### src/hdl/apr_pkg.sv
// Shared types and constants of the audio peak and RMS meter.
`timescale 1ns / 1ps

package apr_pkg;

  // Configuration port.
  localparam int CFG_IDX_W  = 1;
  localparam int CFG_DATA_W = 3;
  localparam logic [CFG_IDX_W-1:0] REG_FORMAT    = 1'd0;
  localparam logic [CFG_IDX_W-1:0] REG_PORT_OPEN = 1'd1;

  // Format code: bit 2 selects float samples, bits 1..0 select channels.
  localparam int FMT_FLOAT_BIT = 2;
  localparam logic [1:0] CH_MONO   = 2'd0;
  localparam logic [1:0] CH_STEREO = 2'd1;

  // Datapath widths.
  localparam int SAMPLE_W = 32;
  localparam int MAG_W    = 16;
  localparam int SQ_W     = 2 * MAG_W;
  localparam int ROOT_W   = 16;
  localparam int RAD_W    = 2 * ROOT_W;
  localparam int TOTAL_W  = 32;

  typedef enum logic [1:0] {
    STATUS_OK       = 2'd0,
    STATUS_CLOSED   = 2'd1,
    STATUS_OVERFLOW = 2'd2
  } status_t;

  typedef enum logic [3:0] {
    ST_IDLE,
    ST_CONV,
    ST_MUL,
    ST_ACC,
    ST_DIV_GO,
    ST_DIV,
    ST_SQRT_GO,
    ST_SQRT,
    ST_EMIT
  } state_t;

endpackage

### src/hdl/apr_conv.sv
// Sample converter: int16 or IEEE single to a saturated Q1.15 magnitude.
`timescale 1ns / 1ps

module apr_conv (
  input  logic                         clk,
  input  logic                         load,
  input  logic [apr_pkg::SAMPLE_W-1:0] sample_bits,
  input  logic                         float_fmt,
  output logic [apr_pkg::MAG_W-1:0]    mag
);

  logic        neg;
  logic [7:0]  ex;
  logic [22:0] man;
  logic [7:0]  shift_full;
  logic [4:0]  shift;
  logic [24:0] rounded;
  logic [24:0] scaled;
  logic [24:0] raw;
  logic [24:0] sat;
  logic [15:0] low;
  logic [15:0] int_mag;

  // Float path: scale by 2^15, round half away from zero, then saturate.
  always_comb begin
    neg        = sample_bits[31];
    ex         = sample_bits[30:23];
    man        = sample_bits[22:0];
    shift_full = 8'd135 - ex;
    shift      = shift_full[4:0];
    rounded    = {2'b01, man} + (25'd1 << (shift - 5'd1));
    scaled     = rounded >> shift;
    if (ex == 8'hFF) begin
      raw = (man != 23'd0) ? 25'd0 : 25'h10000;
    end else if (ex == 8'd0) begin
      raw = 25'd0;
    end else if (ex >= 8'd135) begin
      raw = 25'h10000;
    end else if (shift_full > 8'd25) begin
      raw = 25'd0;
    end else begin
      raw = scaled;
    end
    if (neg) begin
      sat = (raw > 25'd32768) ? 25'd32768 : raw;
    end else begin
      sat = (raw > 25'd32767) ? 25'd32767 : raw;
    end
  end

  // Integer path: magnitude of the low 16 bits as two's complement.
  always_comb begin
    low     = sample_bits[15:0];
    int_mag = low[15] ? (~low + 16'd1) : low;
  end

  // Register the magnitude for the squaring stage.
  always_ff @(posedge clk) begin
    if (load) begin
      mag <= float_fmt ? sat[apr_pkg::MAG_W-1:0] : int_mag;
    end
  end

endmodule

### src/hdl/apr_div.sv
// Bit-serial restoring divider: one quotient bit per cycle.
`timescale 1ns / 1ps

module apr_div #(
  parameter int DIVIDEND_W = 43,
  parameter int DIVISOR_W  = 13
) (
  input  logic                  clk,
  input  logic                  rst,
  input  logic                  start,
  input  logic [DIVIDEND_W-1:0] dividend,
  input  logic [DIVISOR_W-1:0]  divisor,
  output logic                  done,
  output logic [DIVIDEND_W-1:0] quotient
);

  localparam int STEP_W = $clog2(DIVIDEND_W);

  logic [DIVISOR_W-1:0] rem;
  logic [DIVISOR_W-1:0] dvs;
  logic [STEP_W-1:0]    step;
  logic                 busy;
  logic [DIVISOR_W:0]   trial;
  logic [DIVISOR_W:0]   diff;
  logic                 fits;

  // One trial subtraction of the divisor from the partial remainder.
  always_comb begin
    trial = {rem, quotient[DIVIDEND_W-1]};
    diff  = trial - {1'b0, dvs};
    fits  = (trial >= {1'b0, dvs});
  end

  // Step counter and completion pulse.
  always_ff @(posedge clk) begin
    if (rst) begin
      busy <= 1'b0;
      done <= 1'b0;
      step <= '0;
    end else begin
      done <= 1'b0;
      if (start) begin
        busy <= 1'b1;
        step <= STEP_W'(DIVIDEND_W - 1);
      end else if (busy) begin
        if (step == '0) begin
          busy <= 1'b0;
          done <= 1'b1;
        end else begin
          step <= step - 1'b1;
        end
      end
    end
  end

  // Dividend bits shift out at the top while quotient bits shift in below.
  always_ff @(posedge clk) begin
    if (start) begin
      quotient <= dividend;
      rem      <= '0;
      dvs      <= divisor;
    end else if (busy) begin
      quotient <= {quotient[DIVIDEND_W-2:0], fits};
      rem      <= fits ? diff[DIVISOR_W-1:0] : trial[DIVISOR_W-1:0];
    end
  end

endmodule

### src/hdl/apr_sqrt.sv
// Digit-serial integer square root: one root bit per cycle.
`timescale 1ns / 1ps

module apr_sqrt (
  input  logic                       clk,
  input  logic                       rst,
  input  logic                       start,
  input  logic [apr_pkg::RAD_W-1:0]  radicand,
  output logic                       done,
  output logic [apr_pkg::ROOT_W-1:0] root
);

  localparam int REM_W  = apr_pkg::ROOT_W + 2;
  localparam int STEP_W = $clog2(apr_pkg::ROOT_W);

  logic [apr_pkg::RAD_W-1:0] rad;
  logic [REM_W-1:0]          rem;
  logic [STEP_W-1:0]         step;
  logic                      busy;
  logic [REM_W+1:0]          shifted;
  logic [REM_W+1:0]          trial;
  logic [REM_W+1:0]          diff;
  logic                      fits;

  // Bring down two radicand bits and try the next root bit.
  always_comb begin
    shifted = {rem, rad[apr_pkg::RAD_W-1 -: 2]};
    trial   = {2'b00, root, 2'b01};
    diff    = shifted - trial;
    fits    = (shifted >= trial);
  end

  // Step counter and completion pulse.
  always_ff @(posedge clk) begin
    if (rst) begin
      busy <= 1'b0;
      done <= 1'b0;
      step <= '0;
    end else begin
      done <= 1'b0;
      if (start) begin
        busy <= 1'b1;
        step <= STEP_W'(apr_pkg::ROOT_W - 1);
      end else if (busy) begin
        if (step == '0) begin
          busy <= 1'b0;
          done <= 1'b1;
        end else begin
          step <= step - 1'b1;
        end
      end
    end
  end

  // Radicand, remainder and root shift registers.
  always_ff @(posedge clk) begin
    if (start) begin
      rad  <= radicand;
      rem  <= '0;
      root <= '0;
    end else if (busy) begin
      rad  <= {rad[apr_pkg::RAD_W-3:0], 2'b00};
      rem  <= fits ? diff[REM_W-1:0] : shifted[REM_W-1:0];
      root <= {root[apr_pkg::ROOT_W-2:0], fits};
    end
  end

endmodule

### src/hdl/audio_peak_rms_meter.sv
// Top level of the audio peak and RMS meter.
//
//   channel  dir  tdata bits (low first)                          tuser / tlast
//   s_       in   [31:0] sample_bits                              tlast: last
//   m_       out  peak, rms, call, frame, sample, byte totals     tuser[1:0]: status
//   cfg_     in   cfg_wdata[2:0] into register cfg_index          write on cfg_wen
//
// A sample that is not last of its buffer passes accept, convert, square and
// accumulate. A last sample also runs the bit-serial divider (SUM_W steps) and the
// square root unit (16 steps) before its result is emitted; a last sample with the
// port closed goes from accept straight to emit, and one that overflowed skips both.
// Reset is synchronous and clears the configuration, statistics and output valid.
// A result waits in the output register; the next samples are taken meanwhile,
// and only a further result stalls until that beat has been taken.
`timescale 1ns / 1ps

module audio_peak_rms_meter #(
  parameter int MAX_BUFFER_SAMPLES = 4096
) (
  input  logic                           clk,
  input  logic                           rst,
  input  logic [31:0]                    s_tdata,   // [31:0] sample_bits
  input  logic                           s_tlast,
  input  logic                           s_tvalid,
  output logic                           s_tready,
  // [15:0] peak_level, [31:16] rms_level, [63:32] call_total,
  // [95:64] frame_total, [127:96] sample_total, [159:128] byte_total
  output logic [159:0]                   m_tdata,
  output logic [1:0]                     m_tuser,   // [1:0] status
  output logic                           m_tvalid,
  input  logic                           m_tready,
  input  logic                           cfg_wen,
  input  logic [apr_pkg::CFG_IDX_W-1:0]  cfg_index,
  input  logic [apr_pkg::CFG_DATA_W-1:0] cfg_wdata
);

  localparam int CNT_W = $clog2(MAX_BUFFER_SAMPLES + 2);
  localparam int SUM_W = $clog2(MAX_BUFFER_SAMPLES) + 31;
  localparam int TW    = apr_pkg::TOTAL_W;

  apr_pkg::state_t  state;
  apr_pkg::state_t  state_next;
  apr_pkg::status_t status_reg;

  logic [2:0]                   format_code;
  logic                         port_open;
  logic [apr_pkg::SAMPLE_W-1:0] sample_reg;
  logic                         last_reg;
  logic [2:0]                   fmt_reg;
  logic [apr_pkg::MAG_W-1:0]    mag;
  logic [apr_pkg::SQ_W-1:0]     sq_reg;
  logic [apr_pkg::MAG_W-1:0]    peak_reg;
  logic [SUM_W-1:0]             square_sum;
  logic [CNT_W-1:0]             buffer_count;
  logic [TW-1:0]                calls_reg;
  logic [TW-1:0]                frames_reg;
  logic [TW-1:0]                samples_reg;
  logic [TW-1:0]                bytes_reg;

  logic                         cnt_full;
  logic                         out_free;
  logic                         conv_load;
  logic                         div_start;
  logic                         div_done;
  logic [SUM_W-1:0]             quotient;
  logic                         sqrt_start;
  logic                         sqrt_done;
  logic [apr_pkg::ROOT_W-1:0]   root;
  logic                         emit_load;
  logic                         status_ok;

  logic [TW-1:0] n_ext;
  logic [TW-1:0] frame_delta;
  logic [TW-1:0] byte_delta;
  logic [TW-1:0] calls_next;
  logic [TW-1:0] frames_next;
  logic [TW-1:0] samples_next;
  logic [TW-1:0] bytes_next;
  logic [apr_pkg::ROOT_W-1:0] rms_out;

  assign cnt_full  = (buffer_count >= CNT_W'(MAX_BUFFER_SAMPLES));
  assign out_free  = !m_tvalid || m_tready;
  assign status_ok = (status_reg == apr_pkg::STATUS_OK);

  // Sample converter, serial divider and serial square root.
  apr_conv u_conv (
    .clk         (clk),
    .load        (conv_load),
    .sample_bits (sample_reg),
    .float_fmt   (fmt_reg[apr_pkg::FMT_FLOAT_BIT]),
    .mag         (mag)
  );

  apr_div #(
    .DIVIDEND_W (SUM_W),
    .DIVISOR_W  (CNT_W)
  ) u_div (
    .clk      (clk),
    .rst      (rst),
    .start    (div_start),
    .dividend (square_sum),
    .divisor  (buffer_count),
    .done     (div_done),
    .quotient (quotient)
  );

  apr_sqrt u_sqrt (
    .clk      (clk),
    .rst      (rst),
    .start    (sqrt_start),
    .radicand (quotient[apr_pkg::RAD_W-1:0]),
    .done     (sqrt_done),
    .root     (root)
  );

  // Next state.
  always_comb begin
    state_next = state;
    case (state)
      apr_pkg::ST_IDLE: begin
        if (s_tvalid) begin
          if (!port_open) begin
            state_next = s_tlast ? apr_pkg::ST_EMIT : apr_pkg::ST_IDLE;
          end else begin
            state_next = apr_pkg::ST_CONV;
          end
        end
      end
      apr_pkg::ST_CONV: state_next = apr_pkg::ST_MUL;
      apr_pkg::ST_MUL:  state_next = apr_pkg::ST_ACC;
      apr_pkg::ST_ACC: begin
        if (!last_reg) begin
          state_next = apr_pkg::ST_IDLE;
        end else if (cnt_full) begin
          state_next = apr_pkg::ST_EMIT;
        end else begin
          state_next = apr_pkg::ST_DIV_GO;
        end
      end
      apr_pkg::ST_DIV_GO: state_next = apr_pkg::ST_DIV;
      apr_pkg::ST_DIV: begin
        if (div_done) begin
          state_next = apr_pkg::ST_SQRT_GO;
        end
      end
      apr_pkg::ST_SQRT_GO: state_next = apr_pkg::ST_SQRT;
      apr_pkg::ST_SQRT: begin
        if (sqrt_done) begin
          state_next = apr_pkg::ST_EMIT;
        end
      end
      apr_pkg::ST_EMIT: begin
        if (out_free) begin
          state_next = apr_pkg::ST_IDLE;
        end
      end
      default: state_next = apr_pkg::ST_IDLE;
    endcase
  end

  // State decoded controls.
  always_comb begin
    s_tready   = (state == apr_pkg::ST_IDLE);
    conv_load  = (state == apr_pkg::ST_CONV);
    div_start  = (state == apr_pkg::ST_DIV_GO);
    sqrt_start = (state == apr_pkg::ST_SQRT_GO);
    emit_load  = (state == apr_pkg::ST_EMIT) && out_free;
  end

  // Totals after this buffer, with the format seen on its last sample.
  always_comb begin
    n_ext = {{(TW-CNT_W){1'b0}}, buffer_count};
    case (fmt_reg[1:0])
      apr_pkg::CH_MONO:   frame_delta = n_ext;
      apr_pkg::CH_STEREO: frame_delta = n_ext >> 1;
      default:            frame_delta = n_ext >> 3;
    endcase
    byte_delta   = fmt_reg[apr_pkg::FMT_FLOAT_BIT] ? (n_ext << 2) : (n_ext << 1);
    calls_next   = calls_reg + 1'b1;
    frames_next  = frames_reg + frame_delta;
    samples_next = samples_reg + n_ext;
    bytes_next   = bytes_reg + byte_delta;
    rms_out      = status_ok ? root : '0;
  end

  // Control and statistics registers.
  always_ff @(posedge clk) begin
    if (rst) begin
      state        <= apr_pkg::ST_IDLE;
      format_code  <= '0;
      port_open    <= 1'b0;
      peak_reg     <= '0;
      square_sum   <= '0;
      buffer_count <= '0;
      calls_reg    <= '0;
      frames_reg   <= '0;
      samples_reg  <= '0;
      bytes_reg    <= '0;
      m_tvalid     <= 1'b0;
    end else begin
      state <= state_next;

      // Configuration writes; opening or closing the port clears the statistics.
      if (cfg_wen) begin
        case (cfg_index)
          apr_pkg::REG_FORMAT: format_code <= cfg_wdata;
          apr_pkg::REG_PORT_OPEN: begin
            port_open    <= cfg_wdata[0];
            peak_reg     <= '0;
            square_sum   <= '0;
            buffer_count <= '0;
            calls_reg    <= '0;
            frames_reg   <= '0;
            samples_reg  <= '0;
            bytes_reg    <= '0;
          end
          default: ;
        endcase
      end

      // Accumulate one sample, or mark the buffer overflowed.
      if (state == apr_pkg::ST_ACC) begin
        if (cnt_full) begin
          buffer_count <= CNT_W'(MAX_BUFFER_SAMPLES + 1);
          if (last_reg) begin
            square_sum   <= '0;
            buffer_count <= '0;
          end
        end else begin
          if (mag > peak_reg) begin
            peak_reg <= mag;
          end
          square_sum   <= square_sum + {{(SUM_W-apr_pkg::SQ_W){1'b0}}, sq_reg};
          buffer_count <= buffer_count + 1'b1;
        end
      end

      // Output beat handshake and end of buffer update.
      if (m_tvalid && m_tready) begin
        m_tvalid <= 1'b0;
      end
      if (emit_load) begin
        m_tvalid <= 1'b1;
        if (status_ok) begin
          calls_reg    <= calls_next;
          frames_reg   <= frames_next;
          samples_reg  <= samples_next;
          bytes_reg    <= bytes_next;
          square_sum   <= '0;
          buffer_count <= '0;
        end
      end
    end
  end

  // Sample capture, square and output payload.
  always_ff @(posedge clk) begin
    if (s_tvalid && s_tready) begin
      sample_reg <= s_tdata;
      last_reg   <= s_tlast;
      fmt_reg    <= format_code;
      if (!port_open) begin
        status_reg <= apr_pkg::STATUS_CLOSED;
      end
    end
    if (state == apr_pkg::ST_MUL) begin
      sq_reg <= mag * mag;
    end
    if ((state == apr_pkg::ST_ACC) && last_reg) begin
      status_reg <= cnt_full ? apr_pkg::STATUS_OVERFLOW : apr_pkg::STATUS_OK;
    end
    if (emit_load) begin
      m_tuser <= status_reg;
      if (status_ok) begin
        m_tdata <= {bytes_next, samples_next, frames_next, calls_next, rms_out, peak_reg};
      end else begin
        m_tdata <= {bytes_reg, samples_reg, frames_reg, calls_reg, rms_out, peak_reg};
      end
    end
  end

endmodule

### config.mk
export PLATFORM = sky130hd
export DESIGN_NAME = audio_peak_rms_meter
export DESIGN_NICKNAME = d
export VERILOG_FILES = /design/src/hdl/apr_pkg.sv /design/src/hdl/apr_conv.sv /design/src/hdl/apr_div.sv /design/src/hdl/apr_sqrt.sv /design/src/hdl/audio_peak_rms_meter.sv
export SDC_FILE = /design/constraint.sdc
export NUM_CORES = 2
export LEC_CHECK = 0
export BUFFER_PORTS_ARGS = -buffer_cell sky130_fd_sc_hd__buf_2
export CAP_MARGIN = 15
export CORE_AREA = 2 2 314 316
export DETAILED_ROUTE_END_ITERATION = 16
export DIE_AREA = 0 0 316 318
export SYNTH_ARGS = -nofsm -noshare
export SYNTH_HDL_FRONTEND = slang
export SYNTH_HIERARCHICAL = 1
export SYNTH_SLANG_ARGS = --single-unit
### constraint.sdc
create_clock -name clk -period 12.93 [get_ports clk]
set_input_delay 2.586 -clock clk [delete_from_list [all_inputs] [get_ports clk]]
set_output_delay 2.586 -clock clk [all_outputs]
set_load 0.005 [all_outputs]
Yosys cells after proc, flatten, opt, wreduce, memory -nomap -nowiden. Index checks and enable logic that the tools add are counted.

Multiply operators: 1. Shift-type cells: 2. Multiplexer cells: 84. Reduce and logical (&&, ||, !) cells: 27. Bitwise logic cells: 5. Eq/ne operators: 17. Add/subtract/negate cells: 14. $lt $le $gt $ge: 8.

Operators with widths (number): 32-bit two-way mux (18); 43-bit two-way mux (9); 16-bit two-way mux (11); 160-bit two-way mux (1); 13-bit two-way mux (8); 25-bit two-way mux (4); 4-bit two-way mux (11); 43-bit by 32-bit adder with 43-bit output (1); 4-bit case mux with 9 select lines (1); 32-bit by 1-bit adder with 32-bit output (second input constant) (1); 32-bit by 13-bit adder with 32-bit output (1); 32-bit by 15-bit adder with 32-bit output (1); 32-bit adder (1); 16-bit by 16-bit multiplier with 32-bit output (1); 13-bit case mux with 2 select lines (1); 24-bit by 25-bit adder with 25-bit output (1); 25-bit by 15-bit greater-than comparator with 1-bit output (second input constant) (1); 25-bit by 16-bit greater-than comparator with 1-bit output (second input constant) (1); 1-bit by 5-bit left shift with 25-bit output (first input constant) (1); 25-bit by 5-bit >> shifter with 25-bit output (1); 23-bit nonzero test (1); 20-bit by 18-bit >= comparator with 1-bit output (1); 18-bit two-way mux (1); 6-bit two-way mux (3); 39 further kinds (77).

Bits of input ports: 42. Register bits after elaboration: 606.

Depth between registers and ports, before layout.
Depth in word-level cells: 13. Depth in mapped cells: 25. Depth with buffers taken out: 24.

Modules after synthesis. The synthesis kept the hierarchy.

Modules (own cells, without submodules): audio_peak_rms_meter (area each 29256.8 um^2, times used 1, cells each 3121, seq. area each 11120.7 um^2); apr_conv (area each 5079.9 um^2, times used 1, cells each 697, seq. area each 480.5 um^2); apr_sqrt (area each 4063.9 um^2, times used 1, cells each 398, seq. area each 1761.7 um^2); apr_div (area each 4000.1 um^2, times used 1, cells each 325, seq. area each 2102.0 um^2).

Worst setup path before layout. No wires, ideal clock.

Path kind: input port to flip-flop. Start point: input m_tready. End point: register bytes_reg[22]. Slack: 1.732 ns. Stages on the path: 8. Required time: 12.856 ns. Arrival time: 11.124 ns. Library setup time: 0.074 ns. Path buffers: 2. Path through: nor2b_1 -> nor2_1 -> nand2_1 -> nor2_1 -> buf_2 -> buf_2 -> nand2_1 -> a31oi_1.

Longest elaborated chain between the ends: 3.

RTL lines: start: declaration (RTL line audio_peak_rms_meter.sv:31) `input logic m_tready,`; 1-bit logical OR (RTL line audio_peak_rms_meter.sv:82) `assign out_free = !m_tvalid || m_tready;`; 1-bit logical AND (RTL line audio_peak_rms_meter.sv:167) `emit_load = (state == apr_pkg::ST_EMIT) && out_free;`; named net emit_load (RTL line audio_peak_rms_meter.sv:69) `logic emit_load;`; 32-bit two-way mux (RTL line audio_peak_rms_meter.sv:242) `if (emit_load) begin`; end signal: assignment (RTL line audio_peak_rms_meter.sv:248) `bytes_reg <= bytes_next;`; end: declaration (RTL line audio_peak_rms_meter.sv:58) `logic [TW-1:0] bytes_reg;`.

The timed path passes the listed nets, and every way through them passes these cells. A chain may end at the register's enable or synchronous reset.

Final worst setup path.
Start point: register sample_reg[26] (netlist bit). End point: register u_conv/mag[2] (netlist bit), data pin.

Longest elaborated chain between the ends: 13. Elaborated cells between the ends (all ways): 19.

RTL lines: start: declaration (RTL line audio_peak_rms_meter.sv:47) `logic [apr_pkg::SAMPLE_W-1:0] sample_reg;`; start signal: assignment (RTL line audio_peak_rms_meter.sv:259) `sample_reg <= s_tdata;`; 8-bit subtractor (RTL line apr_conv.sv:29) `shift_full = 8'd135 - ex;`; 5-bit by 1-bit subtractor with 5-bit output (RTL line apr_conv.sv:31) `rounded = {2'b01, man} + (25'd1 << (shift - 5'd1));`; 1-bit by 5-bit left shift with 25-bit output (RTL line apr_conv.sv:31); 24-bit by 25-bit adder with 25-bit output (RTL line apr_conv.sv:31); 25-bit by 5-bit >> shifter with 25-bit output (RTL line apr_conv.sv:32) `scaled = rounded >> shift;`; 25-bit two-way mux (RTL line apr_conv.sv:39) `end else if (shift_full > 8'd25) begin`; 25-bit two-way mux (RTL line apr_conv.sv:37) `end else if (ex >= 8'd135) begin`; 25-bit two-way mux (RTL line apr_conv.sv:35) `end else if (ex == 8'd0) begin`; 25-bit two-way mux (*) (RTL line apr_conv.sv:33) `if (ex == 8'hFF) begin`; 25-bit by 15-bit greater-than comparator with 1-bit output or 25-bit by 16-bit greater-than comparator with 1-bit output (tied branches) (RTL line apr_conv.sv:47, apr_conv.sv:45); 16-bit two-way mux, on equally long branches (RTL line apr_conv.sv:47, apr_conv.sv:45); 16-bit two-way mux (*) (RTL line apr_conv.sv:44) `if (neg) begin`; 16-bit two-way mux (*) (RTL line apr_conv.sv:60) `mag <= float_fmt ? sat[apr_pkg::MAG_W-1:0] : int_mag;`; end signal: assignment (RTL line apr_conv.sv:60); end: declaration (RTL line apr_conv.sv:9) `output logic [apr_pkg::MAG_W-1:0] mag`.

Mark *: on every way between the ends. The rest lies on a longest branch, timed or not.

==> impl_metrics.env <==
export IMPL_status="finished, final reports clean"
export IMPL_final_area_um2=46900
export IMPL_port_buffers=205
export IMPL_synth_async_sr_flop_share_pct=0
export IMPL_dpl_cell_count=5835
export IMPL_critical_path_class="flop to flop"
export IMPL_grt_overflow=0
export IMPL_yosys_warnings=6
export IMPL_synth_edf_count=335
export IMPL_ys_seq_area_share_pct=36.5
export IMPL_p_comb_share_pct=27.5
export IMPL_synth_seq_cells=605
export IMPL_vias=33500
export IMPL_hpwl_um=80800
export IMPL_finalWorstSetupSlack_ns=5.68
export IMPL_final_antenna_net_count=0
export IMPL_vdd_ir_drop_max_v=0.0000899
export IMPL_max_clock_freq_mhz=138
export IMPL_routed_wl_um=113000
export IMPL_start_util_pct=43.5
export IMPL_p_leak_nw=19.5
export IMPL_drc=0
export IMPL_largest_reg_flops=160
export IMPL_worstPathArrival_ns=7.72
export IMPL_synth_xor_area_share_pct=4.83
export IMPL_whs_ns=0.424
export IMPL_cts_made_buffers=70
export IMPL_synthCells=4541
export IMPL_initialDrtViolationCount=2564
export IMPL_post_cts_setup_buffer_count=0
export IMPL_synth_area_mux_share_pct=4.08
export IMPL_instances_no_fill=5967
export IMPL_internal_power_mw=4.12
export IMPL_grt_start_max_net_pins=76
export IMPL_setup_worst_path_start_class="flop"
export IMPL_drive_gt1_share_pct=12.7
export IMPL_nNetsFinal=5081
export IMPL_final_common_cell="nand2_1"
export IMPL_h_tree_depth=3
export IMPL_gp_congestion=0.952
export IMPL_clk_pin_slew_worst_paths_ns=0.07
export IMPL_setup_tns_ns=0
export IMPL_io_pins=206
export IMPL_seq_power_share_pct=36.3
export IMPL_cts_path_max_buffers=3
export IMPL_hold_viol=0
export IMPL_layout_common_cells="nand2_1, nor2_1, inv_1"
export IMPL_finClkSkew_ns=0.0279
export IMPL_finalSetupViolCount=0
export IMPL_clock_sinks=605
export IMPL_route_met2_wl_um=51700
export IMPL_total_power_mw=6.05
export IMPL_synth_compound_area_share_pct=16.8
export IMPL_grt_pass1_vias=31800
export IMPL_p_clk_share_pct=36.2
export IMPL_p_sw_share_pct=31.8
export IMPL_antenna_found_initial=3
export IMPL_crit_path_end_kind="flop"
export IMPL_critPathMaxFanout=23
export IMPL_grt_pass1_wl_um=179000
export IMPL_area_delta_synth_final_pct=10.5
export IMPL_regMostFlops="m_tdata"
export IMPL_final_util_pct=48.1
export IMPL_syn_avg_cell_area_um2=9.34
export IMPL_die_w_um=316
export IMPL_r2r_start="sample_reg[26]"
export IMPL_dr_wl_met3_um=6510
export IMPL_top_layer_used="met5"
export IMPL_hold_path_class="flop to flop"
export IMPL_postCtsHoldBufs=0
export IMPL_dr_pass1_iters=6
export IMPL_die_y_um=318
export IMPL_cts_resized=0
export IMPL_synth_cell_types=131
export IMPL_dpl_cell_area_um2=44300
export IMPL_wl_per_cell_um=19.0
export IMPL_wl_met1_um=52300
export IMPL_timing_final_crit_share_pct=56.1
export IMPL_p_switching_mw=1.93
export IMPL_setup_worst_path_start="sample_reg[26]"
export IMPL_tightest_slew_ns=1.08
export IMPL_rsz0062_at_grt="no"
export IMPL_track_usage_pct=22.2
export IMPL_rows=115
export IMPL_tritoncts="done"
export IMPL_place_ws_ns=5.92
export IMPL_largestRegisters="m_tdata: 160 flops, square_sum: 43 flops, u_div/quotient: 43 flops"
export IMPL_floorplan_die_area_um2=100000
export IMPL_synth_simple_area_share_pct=16.7
export IMPL_cts_root_buf="clkbuf_16"
export IMPL_maxCapViolCount=0
export IMPL_clkLatencyLatePin_ns=0.65
export IMPL_coreArea_um2=97400
export IMPL_relSlewSlack_pct=27.9
export IMPL_power_density_nw_per_um2=129
export IMPL_synth_area_um2=42400
export IMPL_synthesis_nets=5001
export IMPL_fill_cells=9098
export IMPL_vias_per_cell=5.62
export IMPL_slew_viol_final=0
export IMPL_synth_flop_cell="edfxtp_1"
export IMPL_min_delay_start="format_code[2]"
export IMPL_synth_fa_ha_area_share_pct=15.3
export IMPL_worstPathRequired_ns=13.40
export IMPL_fin_crit_ns=7.25
export IMPL_synth_top_family_by_area="compound AO/OA/AOI/OAI gates"
-- cells by family (layout without fill, tap and decap cells) --
kind of cell,after synthesis,after routing
AND/OR/NAND/NOR,1495,1495
adder cells (fa/ha/maj),418,418
XOR/XNOR,234,234
other,0,1
buffers and inverters,596,734
flip-flops,605,605
AO/OA/AOI/OAI,1040,1040
multiplexers,153,153
-- critical path, stage by stage, from the launching register on --
cell,delay (ns)
edfxtp_1,0.85
inv_1,0.41
ha_1,0.85
inv_1,0.30
nand2_1,0.22
nor2_1,0.06
ha_1,0.45
a21oi_2,0.31
o21ai_1,0.19
a21o_1,0.25
o21ai_0,0.42
o211ai_1,0.28
nor4_1,0.85
o22a_1,0.28
o31a_1,0.15
or4bb_1,0.50
nor4_2,0.19
a221oi_2,0.09
buf_4,0.23
o22ai_1,0.18
-- metal layers --
layer  track usage (%)  vias to the layer above
li1                  -                    16300
met1              31.3                    16100
met2              35.0                      974
met3              3.25                      160
met4              6.61                        2
met5                 0                        -
-- cell usage after synthesis (27+ instances only) --
cell,n,area (um^2)
a211oi_1,31,233
clkbuf_1,156,586
a22oi_1,36,270
nor2b_1,27,169
dfxtp_1,270,5410
xor2_1,99,867
and2_1,94,588
xnor2_1,135,1180
nor2_1,412,1550
nand2_1,478,1790
nand2b_1,31,194
o21a_1,28,210
inv_1,365,1370
mux2i_1,58,581
nand3_1,134,671
and3_1,56,350
o211ai_1,35,263
fa_1,168,3360
a31oi_1,58,363
nor3_1,86,430
ha_1,250,3130
mux2_2,87,980
a21oi_1,249,1250
nand4_1,45,282
edfxtp_1,335,10100
o21ai_0,252,1260
a21o_1,55,413
-- layout make-up --
type	count	area [um^2]	area share, %
multi-input cells	3340	24600	52.4
flip-flops and latches	605	15500	33.0
clock buffers	94	2020	4.32
well taps	1287	1610	3.44
inverters	366	1370	2.93
repair buffers	238	1280	2.73
clock inverters	36	556	1.19
diodes	1	2.50	0.00534
-- worst paths after layout --
| kind | endpoint | slack, ns | cells after the start |
|---|---|---|---|
| max | u_conv/mag[2] | 5.68 | 19 |
| min | fmt_reg[2] | 0.42 | 0 |
| max reg2reg | u_conv/mag[2] | 5.68 | 19 |
| min reg2reg | fmt_reg[2] | 0.42 | 0 |
-- power groups by stage --
| stage | Sequential, mW | Combinational [mW] | Clock, mW |
|---|---|---|---|
| final | 2.20 | 1.66 | 2.19 |
| after global routing | 2.20 | 1.87 | 2.33 |
| after CTS | 2.20 | 1.66 | 2.25 |
| after detailed placement | 2.24 | 1.64 | 0 |
| after global placement | 2.24 | 1.64 | 0 |
| after floorplan | 2.22 | 1.31 | 0 |
(Power assumes the default switching activity.)
